==> config.mk <==
export PLATFORM = sky130hd
export DESIGN_NAME = xoshiro128_random_source_flat
export DESIGN_NICKNAME = d
export VERILOG_FILES = /design/src/xoshiro_pkg.sv /design/src/xoshiro_req_if.sv /design/src/xoshiro_rsp_if.sv /design/src/xoshiro_step.sv /design/src/xoshiro_mulhi.sv /design/src/xoshiro128_random_source.sv /design/src/flat_wrapper.sv
export SDC_FILE = /design/constraint.sdc
export NUM_CORES = 2
export LEC_CHECK = 0
export BUFFER_PORTS_ARGS = -buffer_cell sky130_fd_sc_hd__buf_2
export CORE_ASPECT_RATIO = 1.2
export CORE_UTILIZATION = 60
export CTS_CLUSTER_SIZE = 16
export DETAILED_ROUTE_END_ITERATION = 8
export PLACE_DENSITY_LB_ADDON = 0.08
export SLEW_MARGIN = 20
export SYNTH_ARGS = -nofsm -noshare
export SYNTH_HDL_FRONTEND = slang
export SYNTH_SLANG_ARGS = --single-unit
==> constraint.sdc <==
create_clock -name clk -period 19.15 [get_ports clk]
set_input_delay 3.83 -clock clk [delete_from_list [all_inputs] [get_ports clk]]
set_output_delay 3.83 -clock clk [all_outputs]
set_load 0.02 [all_outputs]
==> src/xoshiro_pkg.sv <==
// Shared types and constants for the xoshiro128** random source.
// No dependencies; xoshiro_step, the top level and the testbench files refer to this package.
package xoshiro_pkg;

  // request codes carried in req_type
  typedef enum logic [2:0] {
    REQ_SEED    = 3'd0,
    REQ_STIR    = 3'd1,
    REQ_RAW     = 3'd2,
    REQ_BOUNDED = 3'd3,
    REQ_RANGE   = 3'd4,
    REQ_PERCENT = 3'd5
  } req_kind_t;

  // commands to the step unit
  typedef enum logic [1:0] {
    CMD_HOLD = 2'd0,
    CMD_SEED = 2'd1,
    CMD_STIR = 2'd2,
    CMD_STEP = 2'd3
  } step_cmd_t;

  typedef struct packed {
    step_cmd_t   cmd;
    logic [31:0] seed;
    logic [7:0]  line;
    logic [15:0] timer;
  } step_ctrl_t;

  // reset values of the state words
  localparam logic [31:0] RST_A = 32'h9E37_79B9;
  localparam logic [31:0] RST_B = 32'h243F_6A88;
  localparam logic [31:0] RST_C = 32'hB7E1_5162;
  localparam logic [31:0] RST_D = 32'hDEAD_BEEF;

  // seed mixing constants
  localparam logic [31:0] SEED_A = 32'h9E37_79B9;
  localparam logic [31:0] SEED_B = 32'h243F_6A88;
  localparam logic [31:0] SEED_C = 32'hB7E1_5162;
  localparam logic [31:0] SEED_D = 32'h1BAD_B002;

  localparam logic [31:0] STIR_MULT   = 32'h2545_F491;
  localparam logic [31:0] PERCENT_MAX = 32'd100;

  localparam int WARMUP_ROUNDS_DEF = 16;

endpackage

==> src/xoshiro_req_if.sv <==
// Request channel of the xoshiro128** random source.
// Depends on nothing; one word per valid/ready handshake.
interface xoshiro_req_if;
  logic               valid;
  logic               ready;
  logic [2:0]         req_type;
  logic [31:0]        seed_value;
  logic [7:0]         line_count;
  logic [15:0]        timer_count;
  logic [31:0]        bound_n;
  logic signed [31:0] range_low;
  logic signed [31:0] range_high;
  logic [6:0]         percent;

  modport source (
    output valid, req_type, seed_value, line_count, timer_count,
           bound_n, range_low, range_high, percent,
    input  ready
  );
  modport sink (
    input  valid, req_type, seed_value, line_count, timer_count,
           bound_n, range_low, range_high, percent,
    output ready
  );
endinterface

==> src/xoshiro_rsp_if.sv <==
// Result channel of the xoshiro128** random source.
// Depends on nothing; one word per valid/ready handshake.
interface xoshiro_rsp_if;
  logic               valid;
  logic               ready;
  logic [31:0]        random_word;
  logic signed [31:0] range_value;
  logic               chance_hit;

  modport source (
    output valid, random_word, range_value, chance_hit,
    input  ready
  );
  modport sink (
    input  valid, random_word, range_value, chance_hit,
    output ready
  );
endinterface

==> src/xoshiro_step.sv <==
// xoshiro128** state words and the shared step unit (seed, stir, step).
// Depends on xoshiro_pkg.
module xoshiro_step (
  input  logic                    clk,
  input  logic                    rst,
  input  xoshiro_pkg::step_ctrl_t ctrl,
  output logic [31:0]             word
);

  logic [31:0] a, b, c, d;
  logic [31:0] a_next, b_next, c_next, d_next;

  // scrambler: rotl(b * 5, 7) * 9
  logic [31:0] b5, b5r;
  logic [31:0] c1, d1, d_rot;
  logic [31:0] mix;

  assign b5   = b + {b[29:0], 2'b00};
  assign b5r  = {b5[24:0], b5[31:25]};
  assign word = b5r + {b5r[28:0], 3'b000};

  assign c1    = c ^ a;
  assign d1    = d ^ b;
  assign d_rot = {d1[20:0], d1[31:21]};
  assign mix   = 32'({24'd0, ctrl.line} * xoshiro_pkg::STIR_MULT);

  always_comb begin
    a_next = a;
    b_next = b;
    c_next = c;
    d_next = d;
    case (ctrl.cmd)
      xoshiro_pkg::CMD_SEED: begin
        a_next = ctrl.seed ^ xoshiro_pkg::SEED_A;
        b_next = {ctrl.seed[18:0], 13'd0} ^ xoshiro_pkg::SEED_B;
        c_next = {7'd0, ctrl.seed[31:7]} ^ xoshiro_pkg::SEED_C;
        d_next = {ctrl.seed[26:0], 5'd0} ^ xoshiro_pkg::SEED_D;
      end
      xoshiro_pkg::CMD_STIR: begin
        a_next = a ^ mix;
        c_next = c + {16'd0, ctrl.timer[15:1], 1'b1};
      end
      xoshiro_pkg::CMD_STEP: begin
        a_next = a ^ d1;
        b_next = b ^ c1;
        c_next = c1 ^ {b[22:0], 9'd0};
        d_next = d_rot;
      end
      default: begin
      end
    endcase
  end

  always_ff @(posedge clk) begin
    if (rst) begin
      a <= xoshiro_pkg::RST_A;
      b <= xoshiro_pkg::RST_B;
      c <= xoshiro_pkg::RST_C;
      d <= xoshiro_pkg::RST_D;
    end else begin
      a <= a_next;
      b <= b_next;
      c <= c_next;
      d <= d_next;
    end
  end

endmodule

==> src/xoshiro_mulhi.sv <==
// Registered 32x32 multiply-high for bounded draws.
// Depends on nothing.
module xoshiro_mulhi (
  input  logic        clk,
  input  logic        en,
  input  logic [31:0] x,
  input  logic [31:0] y,
  output logic [31:0] hi
);

  logic [63:0] prod;

  assign prod = {32'd0, x} * {32'd0, y};

  always_ff @(posedge clk) begin
    if (en) begin
      hi <= prod[63:32];
    end
  end

endmodule

==> src/xoshiro128_random_source.sv <==
// Top level of the xoshiro128** random source: sequencer and result register.
// Depends on xoshiro_pkg, xoshiro_req_if, xoshiro_rsp_if, xoshiro_step,
// xoshiro_mulhi.
//
//  channel  dir  iface           payload
//  -------  ---  --------------  -----------------------------------------------
//  req      in   xoshiro_req_if  req_type, seed_value, line_count, timer_count,
//                                bound_n, range_low, range_high, percent
//  rsp      out  xoshiro_rsp_if  random_word, range_value, chance_hit
//
//  Sequence: a seed word is loaded in its accept cycle, then the step unit runs
//  WARMUP_ROUNDS steps in ST_WARM before ready comes back. A stir mixes in its
//  accept cycle and steps once in ST_WARM. A draw steps in ST_DRAW (not at zero
//  width), takes the multiply-high in ST_MUL, forms the result in ST_DONE; the
//  next request is accepted only after those three sequencer stages, in ST_IDLE.
//  Reset (rst, synchronous) restores the fixed state words and empties rsp.
//  A result waits in the output register; a stalled rsp holds the sequencer
//  only when a second result is ready to be written.
module xoshiro128_random_source #(
  parameter int WARMUP_ROUNDS = xoshiro_pkg::WARMUP_ROUNDS_DEF
) (
  input  logic          clk,
  input  logic          rst,
  xoshiro_req_if.sink   req,
  xoshiro_rsp_if.source rsp
);

  localparam int CW = (WARMUP_ROUNDS < 1) ? 1 : $clog2(WARMUP_ROUNDS + 1);

  typedef enum logic [4:0] {
    ST_IDLE = 5'b00001,
    ST_WARM = 5'b00010,
    ST_DRAW = 5'b00100,
    ST_MUL  = 5'b01000,
    ST_DONE = 5'b10000
  } state_t;

  state_t state, state_next;

  logic [CW-1:0] wcnt;          // steps left in the warm-up loop
  logic [2:0]    kind;          // request code of the draw in flight
  logic [31:0]   bound;         // multiply-high operand
  logic [31:0]   lo;
  logic [6:0]    pct;
  logic          skip;          // zero width: no step, result from zero
  logic [31:0]   word_q;        // drawn word

  xoshiro_pkg::step_ctrl_t ctrl;
  logic [31:0] step_word;
  logic [31:0] prod_hi;
  logic        accept;
  logic        slot_free;
  logic [31:0] n_in;

  assign accept    = req.valid && req.ready;
  assign req.ready = (state == ST_IDLE);
  assign slot_free = !rsp.valid || rsp.ready;

  // width of the draw for the incoming request
  always_comb begin
    case (req.req_type)
      xoshiro_pkg::REQ_BOUNDED: n_in = req.bound_n;
      xoshiro_pkg::REQ_RANGE:   n_in = 32'(req.range_high - req.range_low) + 32'd1;
      xoshiro_pkg::REQ_PERCENT: n_in = xoshiro_pkg::PERCENT_MAX;
      default:                  n_in = 32'd1;
    endcase
  end

  // step unit command
  always_comb begin
    ctrl.cmd   = xoshiro_pkg::CMD_HOLD;
    ctrl.seed  = req.seed_value;
    ctrl.line  = req.line_count;
    ctrl.timer = req.timer_count;
    if (accept && req.req_type == xoshiro_pkg::REQ_SEED) begin
      ctrl.cmd = xoshiro_pkg::CMD_SEED;
    end else if (accept && req.req_type == xoshiro_pkg::REQ_STIR) begin
      ctrl.cmd = xoshiro_pkg::CMD_STIR;
    end else if (state == ST_WARM || (state == ST_DRAW && !skip)) begin
      ctrl.cmd = xoshiro_pkg::CMD_STEP;
    end
  end

  always_comb begin
    state_next = state;
    case (state)
      ST_IDLE: begin
        if (accept) begin
          if (req.req_type == xoshiro_pkg::REQ_SEED) begin
            state_next = (WARMUP_ROUNDS > 0) ? ST_WARM : ST_IDLE;
          end else if (req.req_type == xoshiro_pkg::REQ_STIR) begin
            state_next = ST_WARM;
          end else if (req.req_type inside {[xoshiro_pkg::REQ_RAW :
                                              xoshiro_pkg::REQ_PERCENT]}) begin
            state_next = ST_DRAW;
          end
        end
      end
      ST_WARM: if (wcnt == CW'(1)) state_next = ST_IDLE;
      ST_DRAW: state_next = ST_MUL;
      ST_MUL:  state_next = ST_DONE;
      ST_DONE: if (slot_free) state_next = ST_IDLE;
      default: state_next = ST_IDLE;
    endcase
  end

  always_ff @(posedge clk) begin
    if (rst) begin
      state <= ST_IDLE;
      wcnt  <= '0;
    end else begin
      state <= state_next;
      if (accept && req.req_type == xoshiro_pkg::REQ_SEED) begin
        wcnt <= CW'(WARMUP_ROUNDS);
      end else if (accept && req.req_type == xoshiro_pkg::REQ_STIR) begin
        wcnt <= CW'(1);
      end else if (state == ST_WARM) begin
        wcnt <= wcnt - CW'(1);
      end
    end
  end

  // draw operands, captured at accept
  always_ff @(posedge clk) begin
    if (accept) begin
      kind  <= req.req_type;
      bound <= n_in;
      lo    <= req.range_low;
      pct   <= req.percent;
      skip  <= (req.req_type != xoshiro_pkg::REQ_RAW) && (n_in == 32'd0);
    end
    if (state == ST_DRAW) begin
      word_q <= skip ? 32'd0 : step_word;
    end
  end

  xoshiro_step u_step (
    .clk  (clk),
    .rst  (rst),
    .ctrl (ctrl),
    .word (step_word)
  );

  xoshiro_mulhi u_mulhi (
    .clk (clk),
    .en  (state == ST_MUL),
    .x   (word_q),
    .y   (bound),
    .hi  (prod_hi)
  );

  // result register
  always_ff @(posedge clk) begin
    if (rst) begin
      rsp.valid <= 1'b0;
    end else if (state == ST_DONE && slot_free) begin
      rsp.valid <= 1'b1;
    end else if (rsp.ready) begin
      rsp.valid <= 1'b0;
    end
  end

  always_ff @(posedge clk) begin
    if (state == ST_DONE && slot_free) begin
      rsp.random_word <= 32'd0;
      rsp.range_value <= 32'sd0;
      rsp.chance_hit  <= 1'b0;
      case (kind)
        xoshiro_pkg::REQ_RAW:     rsp.random_word <= word_q;
        xoshiro_pkg::REQ_BOUNDED: rsp.random_word <= prod_hi;
        xoshiro_pkg::REQ_RANGE:   rsp.range_value <= lo + prod_hi;
        xoshiro_pkg::REQ_PERCENT: rsp.chance_hit  <= (prod_hi < {25'd0, pct});
        default: begin
        end
      endcase
    end
  end

  // checks
  a_warm_cnt: assert property (@(posedge clk) disable iff (rst)
    state == ST_WARM |-> wcnt != '0)
    else $error("warm-up loop running with zero count");

  a_draw_enters: assert property (@(posedge clk) disable iff (rst)
    accept && (req.req_type == xoshiro_pkg::REQ_RAW ||
               req.req_type == xoshiro_pkg::REQ_BOUNDED ||
               req.req_type == xoshiro_pkg::REQ_RANGE ||
               req.req_type == xoshiro_pkg::REQ_PERCENT) |=> state == ST_DRAW)
    else $error("draw request did not start a draw");

  a_rsp_source: assert property (@(posedge clk) disable iff (rst)
    $rose(rsp.valid) |-> $past(state == ST_DONE))
    else $error("result appeared without a finished draw");

  a_done_delivers: assert property (@(posedge clk) disable iff (rst)
    state == ST_DONE && !rsp.valid |=> rsp.valid)
    else $error("finished draw not written to the result register");

endmodule

==> src/flat_wrapper.sv <==
// flat-port wrapper written by rule: the top's interface ports become plain ports
module xoshiro128_random_source_flat 
#(
  parameter int WARMUP_ROUNDS = xoshiro_pkg::WARMUP_ROUNDS_DEF
)
  (clk, rst, req_valid, req_req_type, req_seed_value, req_line_count, req_timer_count, req_bound_n, req_range_low, req_range_high, req_percent, req_ready, rsp_valid, rsp_random_word, rsp_range_value, rsp_chance_hit, rsp_ready);
  xoshiro_req_if req_i ();
  xoshiro_rsp_if rsp_i ();
  input  logic clk;
  input  logic rst;
  input wire logic [$bits(req_i.valid)-1:0] req_valid;
  input wire logic [$bits(req_i.req_type)-1:0] req_req_type;
  input wire logic [$bits(req_i.seed_value)-1:0] req_seed_value;
  input wire logic [$bits(req_i.line_count)-1:0] req_line_count;
  input wire logic [$bits(req_i.timer_count)-1:0] req_timer_count;
  input wire logic [$bits(req_i.bound_n)-1:0] req_bound_n;
  input wire logic [$bits(req_i.range_low)-1:0] req_range_low;
  input wire logic [$bits(req_i.range_high)-1:0] req_range_high;
  input wire logic [$bits(req_i.percent)-1:0] req_percent;
  output wire logic [$bits(req_i.ready)-1:0] req_ready;
  output wire logic [$bits(rsp_i.valid)-1:0] rsp_valid;
  output wire logic [$bits(rsp_i.random_word)-1:0] rsp_random_word;
  output wire logic [$bits(rsp_i.range_value)-1:0] rsp_range_value;
  output wire logic [$bits(rsp_i.chance_hit)-1:0] rsp_chance_hit;
  input wire logic [$bits(rsp_i.ready)-1:0] rsp_ready;
  assign req_i.valid = req_valid;
  assign req_i.req_type = req_req_type;
  assign req_i.seed_value = req_seed_value;
  assign req_i.line_count = req_line_count;
  assign req_i.timer_count = req_timer_count;
  assign req_i.bound_n = req_bound_n;
  assign req_i.range_low = req_range_low;
  assign req_i.range_high = req_range_high;
  assign req_i.percent = req_percent;
  assign req_ready = req_i.ready;
  assign rsp_valid = rsp_i.valid;
  assign rsp_random_word = rsp_i.random_word;
  assign rsp_range_value = rsp_i.range_value;
  assign rsp_chance_hit = rsp_i.chance_hit;
  assign rsp_i.ready = rsp_ready;
  xoshiro128_random_source #(.WARMUP_ROUNDS(WARMUP_ROUNDS)) u_core (.clk(clk), .rst(rst), .req(req_i), .rsp(rsp_i));
endmodule
Word-level counts from Yosys, hierarchy flattened
Cells that the tools add are included.
Storage, ports and cells
  word-level logic and storage cells: 105
  register bits after elaboration: 343
  output and inout port bits: 67
  input bits: 166
Operators by class
  reductions and logical operators: 21
  multiplexer cells: 21
  magnitude comparators: 3
  $mul: 2
  bitwise gates (word level): 10
  $add $sub $neg: 7
  equality and inequality tests: 22
Operators by type and width (number)
  $pmux 32 s3: 3
  $pmux 32 s2: 3
  $xor 32x32->32: 6
  $add 32x32->32: 3
  $mul 32x32->64: 1
  $mux 5: 9
  $add 32x1->32 const B: 1
  $add 32x16->32: 1
  $logic_not 32->1: 1
  $lt 32x7->1: 1
  $mul 8x30->32 const B: 1
  $sub 32x32->32: 1
  $pmux 5 s5: 1
  $not 20->20: 1
  $not 11->16: 1
  $not 14->14: 1
  $not 13->13: 1
  $eq 3x3->1 const B: 4
  $eq 5x1->1 const B: 2
  $eq 3x2->1 const B: 3
  $logic_and 1x1->1: 7
  $mux 2: 3
  $reduce_bool 2->1: 3
  $reduce_bool 3->1: 2
  other kinds (21): 26

Depth between registers and ports, before layout
  depth after elaboration: 8
  depth in mapped cells: 29
  gate-level depth less buffers: 28

Hierarchy
Synthesis repeated with hierarchy kept, for this count alone.
Second synthesis, totals
  cell total of the unflattened synthesis: 6400
  area total of the unflattened synthesis: 58318.4 um2
By module, submodules not included
  xoshiro_mulhi: area an instance 33639.8 um2, cells an instance 3629, times used 1, seq. area each 960.9 um2
  xoshiro_step: area an instance 13939.6 um2, cells an instance 1815, times used 1, seq. area each 2562.5 um2
  xoshiro128_random_source: area an instance 10739.0 um2, cells an instance 956, times used 1, seq. area each 5385.2 um2

Least setup slack after synthesis
Ideal clock, no wire load.
  path type: input -> register
  start: in req_line_count[5]
  end: reg u_core.u_step.a[30]
  stages on the path: 17
  library setup time: 0.134 ns
  arrival: 7.953 ns
  buffers on the path: 0
  data required time: 19.016 ns
  path slack: 11.064 ns
  path through: fa_1 fa_1 inv_1 fa_1 inv_1 fa_1 ha_1 a21o_1 a21o_1 a21oi_1 o22ai_1 a211oi_1 o21ai_1 a21oi_1 xnor2_1 a2111oi_0 nor4_1
Between the ends
  cells in the longest elaborated chain, start to end: 3
Ends and longest elaborated chain
  start: declaration: RTL line flat_wrapper.sv:14  | input wire logic [$bits(req_i.line_count)-1:0] req_line_count;
  $mul 8x30->32: RTL line xoshiro_step.sv:25  | assign mix = 32'({24'd0, ctrl.line} * xoshiro_pkg::STIR_MULT);
  $xor 32x32->32: RTL line xoshiro_step.sv:40  | a_next = a ^ mix;
  $pmux 32 s3: RTL line xoshiro_step.sv:32  | case (ctrl.cmd)
  end signal: assignment: RTL line xoshiro_step.sv:56  | a <= xoshiro_pkg::RST_A;
  end signal: assignment: RTL line xoshiro_step.sv:61  | a <= a_next;
  end: declaration: RTL line xoshiro_step.sv:10  | logic [31:0] a, b, c, d;
No other way between the ends.
A chain may end at the register's enable or synchronous reset.

Final worst setup path
  start: reg u_core.bound[8]
  end: reg u_core.u_mulhi.hi[28], data pin
Between the ends
  cells in the longest elaborated chain, start to end: 1
Ends and longest elaborated chain
  start: declaration: RTL line xoshiro128_random_source.sv:42  | logic [31:0] bound;
  start signal: assignment: RTL line xoshiro128_random_source.sv:127  | bound <= n_in;
  $mul 32x32->64: RTL line xoshiro_mulhi.sv:13  | assign prod = {32'd0, x} * {32'd0, y};
  net u_core.u_mulhi.prod[60]: RTL line xoshiro_mulhi.sv:11  | logic [63:0] prod;
  end signal: assignment: RTL line xoshiro_mulhi.sv:17  | hi <= prod[63:32];
  end: declaration: RTL line xoshiro_mulhi.sv:8  | output logic [31:0] hi
The timed path passes the listed nets, and every way through them passes these cells.

==> key figures <==
Layout
  – Filler cells: 8091
  – Synthesis-to-layout area growth: 6.14%
  – Layout Cells excl Fill: 7532
  – Nets: 7860
  – Antenna cells: 0
  – Layout cells sized above 1: 6.65%

Clocking
  – Root Driver: clkbuf_16
  – H-tree Lvls: 2
  – Hold buffer count at CTS: 0
  – TritonCTS clock tree: yes
  – Clock transition at the registers of the reported paths: 0.06 ns
  – Total CTS buffers: 38
  – Clock buffer depth: 3
  – Setup Fix Bufs, Post-CTS: 0
  – # resized after CTS: 0
  – Skew-Pair Late Insertion Delay: 0.59 ns
  – Clock sinks: 343

Routing
  – DRC viols: 0
  – TritonRoute pass-1 iters: 6
  – Routed WL: 179000 um
  – DR vias: 45309
  – DR iter-0 viols: 3258
  – Avg WL per Cell: 23.7 um
  – Antenna Nets Post-Route: 0
  – Vias/cell: 6.02

Timing
  – # setup viols final: 0
  – Slew HR: 23.8%
  – Fin. max-slew vios: 0
  – Unrepaired setup endpoints after global routing: false
  – Fin crit share: 47.3%
  – Worst Tran Pin Value: 1.14 ns
  – Setup TNS: 0 ns
  – Final Hold Vio Count: 0
  – FMAX: 0.110 GHz
  – Clock Skews: 0.0381 ns
  – Tmin final: 9.06 ns
  – Post-route setup slack: 10.09 ns

Floorplan
  – Rows: 123
  – Chip Height: 340 um
  – Die area: 96200 um2
  – Starting Density: 60.7%
  – Core Area: 93900 um2
  – I/O pin total: 233
  – Chip width: 283 um

GRT
  – Gr busiest metal: met2
  – Vias in the first global route: 47457
  – Largest net degree at the start of global routing: 81
  – Total global-route track usage: 38.0%
  – Met1 Resource Use GR: 44.2%
  – Initial antenna violation count: 5
  – GR Layer Usage met3: 5.34%
  – Gr ovfl total: 0
  – Global-route wire length before repair: 275000 um
  – GR Util met2: 64.7%

Run
  – Count of maximum capacitance violations: 0

Worst setup path
  – CP peak stage delay: 1.01 ns
  – Most numerous cell on the critical path: fa_1
  – Crit. End Element: flip-flop
  – Crit Path Category: flip-flop to flip-flop
  – WP data arrival: 9.44 ns
  – CP required: 19.53 ns
  – Worst-path cell chain: buf_4, nand2_1, fa_1, fa_1, fa_1, fa_1, inv_1, fa_1, fa_1, fa_1, fa_1, ha_1, nand3_1, nor2_1, o211a_1, o21a_1, o21ai_0, a31oi_1, o211ai_1, a21boi_1, nor2_1, o311ai_0
  – Slowest cell on crit path: edfxtp_1
  – CP max FO: 17
  – Worst setup SP type: flip-flop

Synth
  – Sequential share of the synthesized area: 15.6%
  – FF+latch count, synth: 343
  – Synth Flop Type: edfxtp_1
  – Syn nets: 7795
  – Count leader, synth: inv_1
  – Yosys top cell area share: 33.1%
  – Ys Warns: 0
  – Top post-synthesis cells by area: fa_1, ha_1, edfxtp_1, and2_1, inv_1
  – Post-synth top area cell: fa_1
  – Average size of a mapped cell: 9.21 um2
  – Post-synth top cells: inv_1, fa_1, nand2_1
  – Area of the mapped netlist: 57000 um2
  – Gate Count Post-Synth: 6189
  – Cell variety after synth: 92
  – Asr flop ratio synth: 0%
  – EDFF count, synth: 204

Placed design
  – Placed Cells: 7463
  – Place WS: 10.19 ns
  – GP Congestion: 0.947
  – Detailed-placement wirelength estimate: 131000 um
  – Input/output buffers: 231

Run status
  – Outcome: complete, no violations

Worst hold path
  – Hold crit path type: flip-flop to flip-flop
-- worst max-delay path: cells and delay by family (launching register included) --
kind	cells	cell delay (ns)
flip-flops	1	1.01
buffers and inverters	2	0.53
adder cells (fa/ha/maj)	9	4.43
AND/OR/NAND/NOR	4	0.82
AO/OA/AOI/OAI	7	2.00
-- metrics by stage --
stage / area, um2 / utilization, % / hold WS, ns
final: 60500 / 64.4 / 0.472
after global routing: 60500 / 64.4 / 0.507
after CTS: 60500 / 64.4 / 0.471
after detailed placement: 59300 / 63.1 / 0.462
after global placement: 59300 / 63.1 / 0.454
after floorplan: 57000 / - / 0.443
-- sequential cells by signal, indices dropped and copies added, names as in the netlist --
name                    cells
u_core.bound               32
u_core.lo                  32
u_core.rsp.random_word     32
u_core.rsp.range_value     32
u_core.u_mulhi.hi          32
u_core.u_step.a            32
u_core.u_step.b            32
u_core.u_step.c            32
u_core.u_step.d            32
u_core.word_q              32
u_core.pct                  7
u_core.state                5
u_core.wcnt                 5
u_core.kind                 3
u_core.rsp.chance_hit       1
u_core.rsp.valid            1
u_core.skip                 1
-- final timing paths --
kind	endpoint	cells past startpoint	slack (ns)	startpoint
worst max register to register	u_core.u_mulhi.hi[28]	22	10.09	u_core.bound[8]
worst min register to register	u_core.u_step.d[2]	2	0.47	u_core.u_step.d[2]
worst max-delay path	u_core.u_mulhi.hi[28]	22	10.09	u_core.bound[8]
worst min-delay path	u_core.u_step.d[2]	2	0.47	u_core.u_step.d[2]
-- final cells by class --
class / instances / area (um2) / share of cell area (%)
Multi-Input combinational cell: 4543 / 43200 / 71.4
Sequential cell: 343 / 8910 / 14.7
Inverter: 1009 / 3790 / 6.26
Timing Repair Buffer: 319 / 1830 / 3.02
Tap cell: 1250 / 1560 / 2.59
Clock buffer: 52 / 1050 / 1.74
Clock inverter: 16 / 134 / 0.221
-- kinds of logic (layout without fill, tap and decap cells) --
group           after synthesis  after routing  share of synthesized area, %
simple gates               1829           1829                          16.1
mux                           4              4                        0.0725
compound gates              989            989                          11.3
buf+inv                    1303           1396                          8.61
fa+ha+maj                  1440           1440                          44.0
flops                       343            343                          15.6
xor+xnor                    281            281                          4.32
-- cells in the final DEF, fill, tap and decap left out, types with 29 or more instances in the layout --
cell / instances
nand3_1: 64
nand2_1: 660
nand2b_1: 29
xnor2_1: 149
ha_1: 498
clkbuf_16: 39
a211oi_1: 48
buf_2: 230
dfxtp_1: 139
nor3_1: 48
fa_1: 942
buf_4: 88
a21oi_1: 296
a22o_1: 38
nor2_1: 240
o21bai_1: 37
o21ai_0: 129
edfxtp_1: 204
a21o_1: 141
and2_1: 614
o21ai_1: 65
xor2_1: 132
inv_1: 1006
-- layer usage --
layer	share of wire, %	vias to the layer above
met4	8.7	4
met5	0.014	-
met2	48	2002
met3	7.0	772
li1	-	19922
met1	36	22609
Power is not shown: default switching activity piles up to over one toggle a cycle in this logic, so the estimate is an artifact.
